[src/rtl/bp_pkg.sv]
// ----------------------------------------------------------------------------
// bp_pkg
// Shared types and constants for the binomial probability unit: request and
// result payloads, the arithmetic unit command set and accumulator view.
// ----------------------------------------------------------------------------
package bp_pkg;

    // Field widths
    localparam int OPC_W     = 1;
    localparam int CNT_W     = 8;                  // n and k
    localparam int NP_W      = CNT_W + 1;          // n + k - 1 for negative binomial
    localparam int FRAC_BITS = 16;                 // probability fraction bits
    localparam int PROB_W    = FRAC_BITS + 1;      // probability incl. exact one
    localparam int RES_W     = 32;                 // Q0.32 result

    // Accumulator: mantissa in [2^31, 2^32) or zero, value = m * 2^-s
    localparam int ACC_M_W   = 32;
    localparam int ACC_EXP_W = 16;                 // covers the exponent swing for n up to 509
    localparam int WIDE_W    = 2 * ACC_M_W;        // product / quotient word
    localparam int PROD_W    = ACC_M_W + PROB_W;
    localparam int NORM_T_W  = 6;                  // total right shift, at most 63

    // Divider: radix-256, eight quotient bits per cycle
    localparam int DIV_BITS_PER_CYCLE = 8;
    localparam int DIV_CYCLES         = WIDE_W / DIV_BITS_PER_CYCLE;
    localparam int DIV_CNT_W          = $clog2(DIV_CYCLES);

    localparam logic [PROB_W-1:0]  PROB_ONE  = PROB_W'(1) << FRAC_BITS;
    localparam logic [ACC_M_W-1:0] ACC_ONE_M = ACC_M_W'(1) << (ACC_M_W - 1);
    localparam int                 ACC_ONE_S = ACC_M_W - 1;

    localparam logic OPC_BINOM    = 1'b0;
    localparam logic OPC_NEGBINOM = 1'b1;

    typedef struct packed {
        logic [OPC_W-1:0]  opcode;
        logic [CNT_W-1:0]  trials;
        logic [CNT_W-1:0]  successes;
        logic [PROB_W-1:0] prob;
    } bp_in_t;

    typedef struct packed {
        logic [RES_W-1:0] probability;
        logic             error;
    } bp_out_t;

    // Arithmetic unit operations
    typedef enum logic [2:0] {
        OP_NONE,
        OP_LOAD_ONE,
        OP_MUL_FRAC,
        OP_MUL_INT,
        OP_DIV_LOAD,
        OP_DIV_STEP,
        OP_NORM_HI,
        OP_NORM_LO
    } bp_op_t;

    typedef struct packed {
        bp_op_t            op;
        logic [PROB_W-1:0] operand;   // fraction, integer factor or divisor
    } bp_cmd_t;

    typedef struct packed {
        logic [ACC_M_W-1:0]          m;
        logic signed [ACC_EXP_W-1:0] s;
    } bp_acc_t;

endpackage

[src/rtl/binomial_probability.sv]
// Binomial / negative binomial probability, one request at a time.
// Each multiply (fraction or integer) passes through the shared multiplier and
// normalizer, and each of the k loop passes ends in a divide: the radix-256
// divider steps followed by normalization. Error requests skip the product and
// go straight to the result.
// Synchronous active-low reset returns the sequencer to idle with no result held.
// ----------------------------------------------------------------------------
// binomial_probability
// Top level: request/result handshake, argument checks and the sequencer
// that drives the shared arithmetic unit through the iterative product.
// ----------------------------------------------------------------------------
module binomial_probability (
    input  logic             aclk,
    input  logic             aresetn,
    input  logic             s_valid,
    output logic             s_ready,
    input  bp_pkg::bp_in_t   s_data,
    output logic             m_valid,
    input  logic             m_ready,
    output bp_pkg::bp_out_t  m_data
);

    typedef enum logic [2:0] {
        ST_IDLE,
        ST_SEQ,
        ST_DIV,
        ST_NORM_HI,
        ST_NORM_LO,
        ST_DONE
    } state_t;

    typedef enum logic [1:0] {
        STEP_INT,
        STEP_FRAC,
        STEP_DIV
    } step_t;

    state_t                          state_reg, state_next;
    step_t                           step_reg, step_next;
    logic [bp_pkg::NP_W-1:0]         np_reg, np_next;
    logic [bp_pkg::NP_W-1:0]         ca_reg, ca_next;
    logic [bp_pkg::NP_W-1:0]         cb_reg, cb_next;
    logic [bp_pkg::CNT_W-1:0]        li_reg, li_next;
    logic                            fin_reg, fin_next;
    logic [bp_pkg::PROB_W-1:0]       fa_reg, fa_next;
    logic [bp_pkg::PROB_W-1:0]       fb_reg, fb_next;
    logic [bp_pkg::PROB_W-1:0]       pp_reg, pp_next;
    logic [bp_pkg::PROB_W-1:0]       pf_reg, pf_next;
    logic [bp_pkg::DIV_CNT_W-1:0]    dcnt_reg, dcnt_next;
    logic                            err_reg, err_next;
    logic                            m_valid_reg, m_valid_next;
    bp_pkg::bp_out_t                 m_data_reg, m_data_next;

    bp_pkg::bp_cmd_t                 cmd;
    bp_pkg::bp_acc_t                 acc;

    logic [bp_pkg::PROB_W-1:0]       p_sat, p_comp, pp_in, qq_in;
    logic [bp_pkg::NP_W-1:0]         np_in, nk_in, k_ext;
    logic                            err_in, direct_in;
    logic [bp_pkg::RES_W-1:0]        q032;

    bp_arith u_arith (
        .aclk (aclk),
        .cmd  (cmd),
        .acc  (acc)
    );

    // Argument decode for a new request
    always_comb begin
        p_sat  = (s_data.prob > bp_pkg::PROB_ONE) ? bp_pkg::PROB_ONE : s_data.prob;
        p_comp = bp_pkg::PROB_ONE - p_sat;
        k_ext  = bp_pkg::NP_W'(s_data.successes);
        if (s_data.opcode == bp_pkg::OPC_NEGBINOM) begin
            np_in  = bp_pkg::NP_W'(s_data.trials) + k_ext - bp_pkg::NP_W'(1);
            pp_in  = p_comp;
            qq_in  = p_sat;
            err_in = (s_data.trials == '0);
        end else begin
            np_in  = bp_pkg::NP_W'(s_data.trials);
            pp_in  = p_sat;
            qq_in  = p_comp;
            err_in = (s_data.successes > s_data.trials);
        end
        nk_in     = np_in - k_ext;
        direct_in = (s_data.successes == '0) || (k_ext == np_in);
    end

    // Accumulator to Q0.32 with saturation and underflow to zero
    always_comb begin
        if (acc.m == '0) begin
            q032 = '0;
        end else if (acc.s <= bp_pkg::ACC_EXP_W'(31)) begin
            q032 = '1;
        end else if (acc.s >= bp_pkg::ACC_EXP_W'(64)) begin
            q032 = '0;
        end else begin
            q032 = acc.m >> 5'(acc.s - bp_pkg::ACC_EXP_W'(32));
        end
    end

    // Sequencer
    always_comb begin
        state_next   = state_reg;
        step_next    = step_reg;
        np_next      = np_reg;
        ca_next      = ca_reg;
        cb_next      = cb_reg;
        li_next      = li_reg;
        fin_next     = fin_reg;
        fa_next      = fa_reg;
        fb_next      = fb_reg;
        pp_next      = pp_reg;
        pf_next      = pf_reg;
        dcnt_next    = dcnt_reg;
        err_next     = err_reg;
        m_valid_next = m_valid_reg && !m_ready;
        m_data_next  = m_data_reg;
        cmd.op       = bp_pkg::OP_NONE;
        cmd.operand  = '0;

        unique case (state_reg)
            ST_IDLE: begin
                if (s_valid) begin
                    cmd.op    = bp_pkg::OP_LOAD_ONE;
                    np_next   = np_in;
                    pp_next   = pp_in;
                    pf_next   = p_sat;
                    fin_next  = (s_data.opcode == bp_pkg::OPC_NEGBINOM);
                    step_next = STEP_INT;
                    err_next  = err_in;
                    if (direct_in) begin
                        // p^k (1-p)^(n-k) straight
                        fa_next = pp_in;
                        ca_next = k_ext;
                        fb_next = qq_in;
                        cb_next = nk_in;
                        li_next = '0;
                    end else begin
                        fa_next = qq_in;
                        ca_next = nk_in;
                        fb_next = qq_in;
                        cb_next = '0;
                        li_next = s_data.successes;
                    end
                    state_next = err_in ? ST_DONE : ST_SEQ;
                end
            end
            ST_SEQ: begin
                if (ca_reg != '0) begin
                    cmd.op      = bp_pkg::OP_MUL_FRAC;
                    cmd.operand = fa_reg;
                    ca_next     = ca_reg - bp_pkg::NP_W'(1);
                    state_next  = ST_NORM_HI;
                end else if (cb_reg != '0) begin
                    cmd.op      = bp_pkg::OP_MUL_FRAC;
                    cmd.operand = fb_reg;
                    cb_next     = cb_reg - bp_pkg::NP_W'(1);
                    state_next  = ST_NORM_HI;
                end else if (li_reg != '0) begin
                    // one loop pass: times (n-i+1), times p, divide by i
                    case (step_reg)
                        STEP_INT: begin
                            cmd.op      = bp_pkg::OP_MUL_INT;
                            cmd.operand = bp_pkg::PROB_W'(np_reg - bp_pkg::NP_W'(li_reg)
                                          + bp_pkg::NP_W'(1));
                            step_next   = STEP_FRAC;
                            state_next  = ST_NORM_HI;
                        end
                        STEP_FRAC: begin
                            cmd.op      = bp_pkg::OP_MUL_FRAC;
                            cmd.operand = pp_reg;
                            step_next   = STEP_DIV;
                            state_next  = ST_NORM_HI;
                        end
                        default: begin
                            cmd.op     = bp_pkg::OP_DIV_LOAD;
                            dcnt_next  = '0;
                            state_next = ST_DIV;
                        end
                    endcase
                end else if (fin_reg) begin
                    // negative binomial: final factor p
                    cmd.op      = bp_pkg::OP_MUL_FRAC;
                    cmd.operand = pf_reg;
                    fin_next    = 1'b0;
                    state_next  = ST_NORM_HI;
                end else begin
                    state_next = ST_DONE;
                end
            end
            ST_DIV: begin
                cmd.op      = bp_pkg::OP_DIV_STEP;
                cmd.operand = bp_pkg::PROB_W'(li_reg);
                dcnt_next   = dcnt_reg + bp_pkg::DIV_CNT_W'(1);
                if (dcnt_reg == bp_pkg::DIV_CNT_W'(bp_pkg::DIV_CYCLES - 1)) begin
                    li_next    = li_reg - bp_pkg::CNT_W'(1);
                    step_next  = STEP_INT;
                    state_next = ST_NORM_HI;
                end
            end
            ST_NORM_HI: begin
                cmd.op     = bp_pkg::OP_NORM_HI;
                state_next = ST_NORM_LO;
            end
            ST_NORM_LO: begin
                cmd.op     = bp_pkg::OP_NORM_LO;
                state_next = ST_SEQ;
            end
            ST_DONE: begin
                // wait for the result register to free up
                if (!m_valid_reg || m_ready) begin
                    m_valid_next = 1'b1;
                    if (err_reg) begin
                        m_data_next.probability = '0;
                        m_data_next.error       = 1'b1;
                    end else begin
                        m_data_next.probability = q032;
                        m_data_next.error       = 1'b0;
                    end
                    state_next = ST_IDLE;
                end
            end
            default: begin
                state_next = ST_IDLE;
            end
        endcase
    end

    // State and registered outputs
    always_ff @(posedge aclk) begin
        if (!aresetn) begin
            state_reg   <= ST_IDLE;
            m_valid_reg <= 1'b0;
        end else begin
            state_reg   <= state_next;
            m_valid_reg <= m_valid_next;
        end
        step_reg   <= step_next;
        np_reg     <= np_next;
        ca_reg     <= ca_next;
        cb_reg     <= cb_next;
        li_reg     <= li_next;
        fin_reg    <= fin_next;
        fa_reg     <= fa_next;
        fb_reg     <= fb_next;
        pp_reg     <= pp_next;
        pf_reg     <= pf_next;
        dcnt_reg   <= dcnt_next;
        err_reg    <= err_next;
        m_data_reg <= m_data_next;
    end

    assign s_ready = (state_reg == ST_IDLE);
    assign m_valid = m_valid_reg;
    assign m_data  = m_data_reg;

endmodule

[src/rtl/bp_arith.sv]
// ----------------------------------------------------------------------------
// bp_arith
// Shared arithmetic unit: one 32x17 multiplier, a radix-256 divider step and
// a normalizer in a coarse and a fine half, all working on one floating accumulator.
// ----------------------------------------------------------------------------
module bp_arith (
    input  logic             aclk,
    input  bp_pkg::bp_cmd_t  cmd,
    output bp_pkg::bp_acc_t  acc
);

    logic [bp_pkg::ACC_M_W-1:0]          m_reg;
    logic signed [bp_pkg::ACC_EXP_W-1:0] s_reg;
    logic [bp_pkg::WIDE_W-1:0]           w_reg;
    logic [bp_pkg::CNT_W-1:0]            rem_reg;

    logic [bp_pkg::PROD_W-1:0]   prod;
    logic [bp_pkg::WIDE_W-1:0]   div_w;
    logic [bp_pkg::CNT_W-1:0]    div_rem;
    logic [bp_pkg::WIDE_W-1:0]   hi_w;
    logic [bp_pkg::NORM_T_W-1:0] hi_t;
    logic [bp_pkg::WIDE_W-1:0]   lo_w;
    logic [bp_pkg::NORM_T_W-1:0] lo_t;

    // Multiplier, mantissa by fraction or integer factor
    assign prod = bp_pkg::PROD_W'(m_reg) * bp_pkg::PROD_W'(cmd.operand);

    // Eight restoring division steps; remainder stays below the 8-bit divisor
    always_comb begin
        logic [bp_pkg::CNT_W:0]     trial;
        logic [bp_pkg::CNT_W-1:0]   dvs;
        logic [bp_pkg::WIDE_W-1:0]  ww;
        logic [bp_pkg::CNT_W-1:0]   rr;
        dvs = cmd.operand[bp_pkg::CNT_W-1:0];
        ww  = w_reg;
        rr  = rem_reg;
        for (int j = 0; j < bp_pkg::DIV_BITS_PER_CYCLE; j++) begin
            trial = {rr, ww[bp_pkg::WIDE_W-1]};
            ww    = {ww[bp_pkg::WIDE_W-2:0], 1'b0};
            if (trial >= {1'b0, dvs}) begin
                rr    = bp_pkg::CNT_W'(trial - {1'b0, dvs});
                ww[0] = 1'b1;
            end else begin
                rr = trial[bp_pkg::CNT_W-1:0];
            end
        end
        div_w   = ww;
        div_rem = rr;
    end

    // Normalizer, coarse half: right shifts of 32, 16 and 8
    always_comb begin
        int sh;
        hi_w = w_reg;
        hi_t = '0;
        for (int j = 0; j < 3; j++) begin
            sh = 32 >> j;
            if ((hi_w >> (bp_pkg::ACC_M_W - 1 + sh)) != '0) begin
                hi_w = hi_w >> sh;
                hi_t = hi_t + bp_pkg::NORM_T_W'(sh);
            end
        end
    end

    // Normalizer, fine half: right shifts of 4, 2 and 1
    always_comb begin
        int sh;
        lo_w = w_reg;
        lo_t = '0;
        for (int j = 0; j < 3; j++) begin
            sh = 4 >> j;
            if ((lo_w >> (bp_pkg::ACC_M_W - 1 + sh)) != '0) begin
                lo_w = lo_w >> sh;
                lo_t = lo_t + bp_pkg::NORM_T_W'(sh);
            end
        end
    end

    // Accumulator and working registers
    always_ff @(posedge aclk) begin
        unique case (cmd.op)
            bp_pkg::OP_LOAD_ONE: begin
                m_reg <= bp_pkg::ACC_ONE_M;
                s_reg <= bp_pkg::ACC_EXP_W'(bp_pkg::ACC_ONE_S);
            end
            bp_pkg::OP_MUL_FRAC: begin
                w_reg <= bp_pkg::WIDE_W'(prod);
                s_reg <= s_reg + bp_pkg::ACC_EXP_W'(bp_pkg::FRAC_BITS);
            end
            bp_pkg::OP_MUL_INT: begin
                w_reg <= bp_pkg::WIDE_W'(prod);
            end
            bp_pkg::OP_DIV_LOAD: begin
                w_reg   <= {m_reg, bp_pkg::ACC_M_W'(0)};
                rem_reg <= '0;
                s_reg   <= s_reg + bp_pkg::ACC_EXP_W'(bp_pkg::ACC_M_W);
            end
            bp_pkg::OP_DIV_STEP: begin
                w_reg   <= div_w;
                rem_reg <= div_rem;
            end
            bp_pkg::OP_NORM_HI: begin
                w_reg <= hi_w;
                s_reg <= s_reg - bp_pkg::ACC_EXP_W'(hi_t);
            end
            bp_pkg::OP_NORM_LO: begin
                m_reg <= lo_w[bp_pkg::ACC_M_W-1:0];
                // zero mantissa carries a zero exponent
                s_reg <= lo_w[bp_pkg::ACC_M_W-1] ? s_reg - bp_pkg::ACC_EXP_W'(lo_t) : '0;
            end
            default: begin
            end
        endcase
    end

    assign acc.m = m_reg;
    assign acc.s = s_reg;

endmodule

[config.mk]
export PLATFORM = sky130hd
export DESIGN_NAME = binomial_probability
export DESIGN_NICKNAME = d
export VERILOG_FILES = /design/src/rtl/bp_pkg.sv /design/src/rtl/binomial_probability.sv /design/src/rtl/bp_arith.sv
export SDC_FILE = /design/constraint.sdc
export NUM_CORES = 2
export LEC_CHECK = 0
export ABC_CLOCK_PERIOD_IN_PS = 20500
export BUFFER_PORTS_ARGS = -buffer_cell sky130_fd_sc_hd__buf_2
export CAP_MARGIN = 10
export CORE_MARGIN = 5
export CORE_UTILIZATION = 60
export CTS_BUF_LIST = sky130_fd_sc_hd__clkbuf_4 sky130_fd_sc_hd__clkbuf_8 sky130_fd_sc_hd__clkbuf_16
export DETAILED_ROUTE_END_ITERATION = 8
export GPL_TIMING_DRIVEN = 1
export MAX_ROUTING_LAYER = met4
export PLACE_DENSITY = 0.78
export SYNTH_ARGS = -nofsm -noshare
export SYNTH_HDL_FRONTEND = slang
export SYNTH_SLANG_ARGS = --single-unit
[constraint.sdc]
create_clock -name aclk -period 20.5 [get_ports aclk]
set_clock_uncertainty 0.05 [all_clocks]
set_input_delay 4.1 -clock aclk [delete_from_list [all_inputs] [get_ports aclk]]
set_output_delay 4.1 -clock aclk [all_outputs]
set_load 0.005 [all_outputs]
Yosys cells after proc, flatten, opt, wreduce, memory -nomap -nowiden. Cells that the tools add are included.

Add/sub/neg operators: 27. Multipliers: 1. Magnitude comparators: 12. Eq/ne operators: 27. Shift operators: 1. Muxes and demuxes: 93. Reduce and logical (&&, ||, !) cells: 39.

Operators with widths (number): nonzero test 64 bit (5); case mux 64 bit (4 select lines) (1); two-way mux 63 bit (3); two-way mux 64 bit (2); two-way mux 32 bit (3); two-way mux 8 bit (11); case mux 16 bit (5 select lines) (1); greater-or-equal comparator 9 x 8 -> 1 bit (8); two-way mux 9 bit (8); two-way mux 17 bit (4); case mux 17 bit (2 select lines) (2); case mux 32 bit (2 select lines) (1); subtractor 8 bit (8); two-way mux 20 bit (3); multiplier 32 x 17 -> 49 bit (1); two-way mux 3 bit (13); case mux 9 bit (2 select lines) (2); zero test 32 bit (1); case mux 8 bit (2 select lines) (2); >> shifter 32 x 5 -> 32 bit (1); subtractor 16 x 6 -> 16 bit (2); two-way mux 6 bit (5); subtractor 9 x 1 -> 9 bit, second input constant (3); == test 3 bit, second input constant (7); other kinds (53) (103).

Register bits after elaboration: 267. Input port bits: 38. Output and inout port bits: 35. Logic and storage cells: 221.

Logic depth before layout (Yosys ltp).
Depth in word-level cells: 24. Gate-level depth with buffers: 105. Gate-level depth less buffers: 102.

Hierarchy. A second synthesis with hierarchy kept.

Cell total of the unflattened synthesis: 4550. Area, all modules: 39764.4 um2.

By module, submodules not included: bp_arith (times used 1, cells each 3408, area an instance 28842.7 um2, seq. area each 3603.5 um2); binomial_probability (times used 1, cells each 1142, area an instance 10921.7 um2, seq. area each 4284.1 um2).

Worst setup path before layout. No wires, ideal clock.

Path type: register to register. From: register li_reg[0] (netlist bit). To: register u_arith.rem_reg[0] (netlist bit), data pin. Setup time: 254 ps. Data arrival time: 20943 ps. Data required time: 20196 ps. Path slack: -747 ps. Cell stages (with the launch flop): 102. Path buffers: 4. Period minus slack after synthesis: 21247 ps. Cell sequence: edfxtp_1 -> ha_1 -> fa_1 -> nor2b_1 -> o21ai_0 -> nor3b_1 -> nor2_1 -> nand2_1 -> or3b_2 -> or2_2 -> nor2_1 -> xor2_1 -> o211ai_1 -> a311oi_1 -> a21oi_1 -> o22ai_1 -> clkbuf_1 -> inv_1 -> [66 not listed] -> a21o_1 -> a21oi_1 -> o21ai_0 -> a21oi_1 -> o2111a_2 -> o21bai_4 -> mux2i_1 -> ha_1 -> a21o_1 -> a21o_1 -> a21o_1 -> a21o_1 -> a21o_1 -> a21oi_1 -> o21ai_0 -> a21oi_1 -> a21oi_1 -> o21a_1.

Longest elaborated chain between the ends: 24. Elaborated cells between the ends (all ways): 36. Classes of those cells: 10 x add/sub; 8 x order compare; 2 x eq/ne; 15 x mux; 1 x reduce/logical.

Ends and longest elaborated chain: start: declaration (line binomial_probability.sv:43) `logic [bp_pkg::CNT_W-1:0] li_reg, li_next;`; start signal: assignment (line binomial_probability.sv:242) `li_reg <= li_next;`; subtractor 9 x 8 -> 10 bit (line binomial_probability.sv:164) `cmd.operand = bp_pkg::PROB_W'(np_reg - bp_pkg::NP_W'(li_reg)`; adder 10 x 2 -> 11 bit (line binomial_probability.sv:165) `+ bp_pkg::NP_W'(1));`; case mux 17 bit (2 select lines) (line binomial_probability.sv:161) `case (step_reg)`; two-way mux 20 bit (line binomial_probability.sv:159) `end else if (li_reg != '0) begin`; two-way mux 20 bit (line binomial_probability.sv:154) `end else if (cb_reg != '0) begin`; two-way mux 20 bit (line binomial_probability.sv:149) `if (ca_reg != '0) begin`; case mux 17 bit (2 select lines) (line binomial_probability.sv:121) `unique case (state_reg)`; subtractor 8 bit / greater-or-equal comparator 9 x 8 -> 1 bit (equally long branches) (line bp_arith.sv:41, bp_arith.sv:40); [8 not listed]; two-way mux 8 bit (line bp_arith.sv:40) `if (trial >= {1'b0, dvs}) begin`; subtractor 8 bit / greater-or-equal comparator 9 x 8 -> 1 bit (equally long branches) (line bp_arith.sv:41, bp_arith.sv:40); two-way mux 8 bit (line bp_arith.sv:40); subtractor 8 bit / greater-or-equal comparator 9 x 8 -> 1 bit (equally long branches) (line bp_arith.sv:41, bp_arith.sv:40); two-way mux 8 bit (line bp_arith.sv:40); greater-or-equal comparator 9 x 8 -> 1 bit (line bp_arith.sv:40); two-way mux 8 bit (line bp_arith.sv:40); case mux 8 bit (2 select lines) (*) (line bp_arith.sv:81) `unique case (cmd.op)`; end signal: assignment (line bp_arith.sv:100) `rem_reg <= div_rem;`; end: declaration (line bp_arith.sv:15) `logic [bp_pkg::CNT_W-1:0] rem_reg;`.

Mark *: on every way between the ends. The rest lies on a longest branch, timed or not. A chain may end at the register's enable or synchronous reset.

Worst setup path after layout.
From: register li_reg[0] (netlist bit). To: register u_arith.rem_reg[7] (netlist bit), data pin.

Longest elaborated chain between the ends: 24. Elaborated cells between the ends (all ways): 36. Classes of those cells: 10 x add/sub; 8 x order compare; 2 x eq/ne; 15 x mux; 1 x reduce/logical.

Ends and longest elaborated chain (line): subtractor 9 x 8 -> 10 bit (binomial_probability.sv:164); adder 10 x 2 -> 11 bit (binomial_probability.sv:165); case mux 17 bit (2 select lines) (binomial_probability.sv:161); two-way mux 20 bit (binomial_probability.sv:159); two-way mux 20 bit (binomial_probability.sv:154); two-way mux 20 bit (binomial_probability.sv:149); case mux 17 bit (2 select lines) (binomial_probability.sv:121); subtractor 8 bit / greater-or-equal comparator 9 x 8 -> 1 bit (equally long branches) (bp_arith.sv:41, bp_arith.sv:40); [8 not listed]; two-way mux 8 bit (bp_arith.sv:40); subtractor 8 bit / greater-or-equal comparator 9 x 8 -> 1 bit (equally long branches) (bp_arith.sv:41, bp_arith.sv:40); two-way mux 8 bit (bp_arith.sv:40); subtractor 8 bit / greater-or-equal comparator 9 x 8 -> 1 bit (equally long branches) (bp_arith.sv:41, bp_arith.sv:40); two-way mux 8 bit (bp_arith.sv:40); subtractor 8 bit / greater-or-equal comparator 9 x 8 -> 1 bit (equally long branches) (bp_arith.sv:41, bp_arith.sv:40); two-way mux 8 bit (bp_arith.sv:40); case mux 8 bit (2 select lines) (*) (bp_arith.sv:81).

Marks and branches as above.

==> results.toml <==
[global_route]
grt_pass1_vias = 32745
grt_pass1_wl_mm = 177
antenna_found_initial = 3
grt_overflow = 0
grtUsageTotal = 0.324
grt_max_degree = 77

[worst_setup_path]
start_kind = "register"
cp.required_ns = 20.76
critPathTopFamily = "compound AO/OA/AOI/OAI gates"
reg2reg_depth = 93
rrSetupSlack_ns = 0.99
worst-path-max-fanout = 10
slowest_delay_ns = 0.47
crit_buf_inv = 4
rr_startpoint = "li_reg[0]"
worst_path_max_delay_cell = "or4_4"
rr_endpoint = "u_arith.rem_reg[7]"
crit_arrival_ns = 19.77
end_kind = "register"
crit_type = "reg2reg"

[finish]
largest_reg_flops = 64
area_growth_syn_to_layout_pct = 7.27
layout.nets = 5226
drive_above_1_share = 0.0948
num-fill-cells = 5460
fin_util = 0.647

[sta]
tns_ns = 0
fmax_ghz = 0.0512
slew_headroom = 0.151
period_needed_ns = 19.51
hold_violations = 0
period_share = 0.952
drv_slew = 0
setup_viol = 0
tightest_slew_ns = 1.26

[run]
cap_violations = 0

[clocking]
insertion_delay_ns = 0.59
cts_buffers = 28
clkTransAtPathRegs_ns = 0.07
cts.sinks = 264
cts_tree = "built"
cts_buffer_depth = 3
cts_root_buf = "clkbuf_16"
htree_levels = 1

[synthesis]
synth_common_cells = "nand2_1, inv_1, fa_1"
ys_warn_count = 0
syn_area_um2 = 38700
synth.area.top_cells = "fa_1, edfxtp_1, ha_1"
synth_top_area_share = 0.239
synth_top_area_cell = "fa_1"
synth_seq_area_share = 0.204
syn_nets = 5231
synth_area_per_cell_um2 = 8.61
synthFlopType = "edfxtp_1"
synth_edf_count = 260
async_reset_ff_frac = 0
synth_cells = 4487
post-synth-top-count-cell = "nand2_1"
synth_seq_cells = 264
synth_cell_types = 88

[min_path]
hold_path_depth = 0
worstHoldStart = "err_reg"
min_to = "m_data[0]"
min_path_type = "reg2reg"

[floorplanning]
die_x_um = 264
core_area_um2 = 64100
dieArea_um2 = 69600
io_pins = 73
start_util = 0.603
die_h_um = 264
row_count = 93

[placed_design]
port_buffers = 72
hpwl_mm = 85.8
gp_congestion = 1.03

[detailed_routing]
first_pass_iters = 6
drc = 0
detail_route.vias_per_cell = 6.11
wl_per_cell_um = 20.8
drt_iter0_markers = 3144
route.vias.total = 32759
wirelength_mm = 112
ant_nets = 0

[run_status]
status = "finished, final reports clean"
[cell families (layout without fill, tap and decap cells)]
logic type	after synthesis	after routing	share of synthesized area
AND/OR/NAND/NOR	1498	1498	0.171
AO/OA/AOI/OAI	865	865	0.142
buffers and inverters	844	860	0.0824
adder cells (fa/ha/maj)	706	706	0.318
flip-flops	264	264	0.204
multiplexers	174	174	0.0507
XOR/XNOR	136	136	0.0308
other	0	3	0
[metrics by stage]
stage | setup WS, ns | instances | hold WS, ns | cell area [um^2]
after floorplan | 0.0575 | 4487 | 0.370 | 38700
after global placement | 0.0750 | 5290 | 0.505 | 40200
after detailed placement | -0.200 | 5290 | 0.493 | 40200
after CTS | 0.00628 | 5342 | 0.513 | 41200
after global routing | -0.0634 | 5360 | 0.516 | 41500
final | 0.985 | 5361 | 0.508 | 41500
[timing repair]
item	CTS	global route
resized for setup	5	50
pin swaps	2	19
endpoints found under the setup margin	9	9
buffers inserted	1	14
hold buffers	0	0
[layout make-up]
| type | instances | area [um^2] | area share |
|---|---|---|---|
| timing repair buffer | 213 | 1430 | 0.0346 |
| sequential | 264 | 7890 | 0.190 |
| antenna | 3 | 7.51 | 0.000181 |
| clock buffer | 39 | 807 | 0.0195 |
| multi-input combinational | 3379 | 27900 | 0.673 |
| inverter | 596 | 2240 | 0.0540 |
| clock inverter | 12 | 103 | 0.00247 |
| tap | 855 | 1070 | 0.0258 |
[layout by cell type (no fill, tap or decap), types with 62 or more instances in the layout]
cell type	count
nand2_1	760
inv_1	591
fa_1	461
nor2_1	293
edfxtp_1	260
a21oi_1	247
ha_1	240
o21ai_0	184
buf_4	139
mux2i_1	115
xnor2_1	87
buf_2	72
nor3_1	69
and2_1	69
nor2b_1	62
[worst max path at each step]
stage | startpoint | endpoint | slack (ns) | depth (start not counted)
2_1_floorplan | li_reg[0] | u_arith.rem_reg[0] | 0.06 | 104
3_3_place_gp | li_reg[0] | u_arith.rem_reg[0] | 0.07 | 101
3_5_place_dp | li_reg[0] | u_arith.rem_reg[0] | -0.20 | 101
4_1_cts | li_reg[0] | u_arith.rem_reg[7] | 0.006 | 99
5_1_grt | li_reg[0] | u_arith.rem_reg[7] | -0.06 | 93
6_report | li_reg[0] | u_arith.rem_reg[7] | 0.99 | 93
[worst register-to-register path: cells and delay by family (launching register included)]
kind | cells | cell delay, ns
simple gates | 21 | 4.23
fa+ha+maj | 10 | 3.02
buf+inv | 4 | 0.63
mux | 6 | 1.73
flops | 1 | 0.44
compound gates | 51 | 8.96
xor+xnor | 1 | 0.16
[routing by layer]
layer | wire, um | vias up | global-route usage
li1 | - | 14968 | -
met5 | 0 | - | -
met4 | 5440 | 0 | 0.125
met1 | 43900 | 15885 | 0.416
met2 | 52600 | 1571 | 0.521
met3 | 9790 | 335 | 0.0563
Power is not shown: default switching activity piles up to over one toggle a cycle in this logic, so the estimate is an artifact.
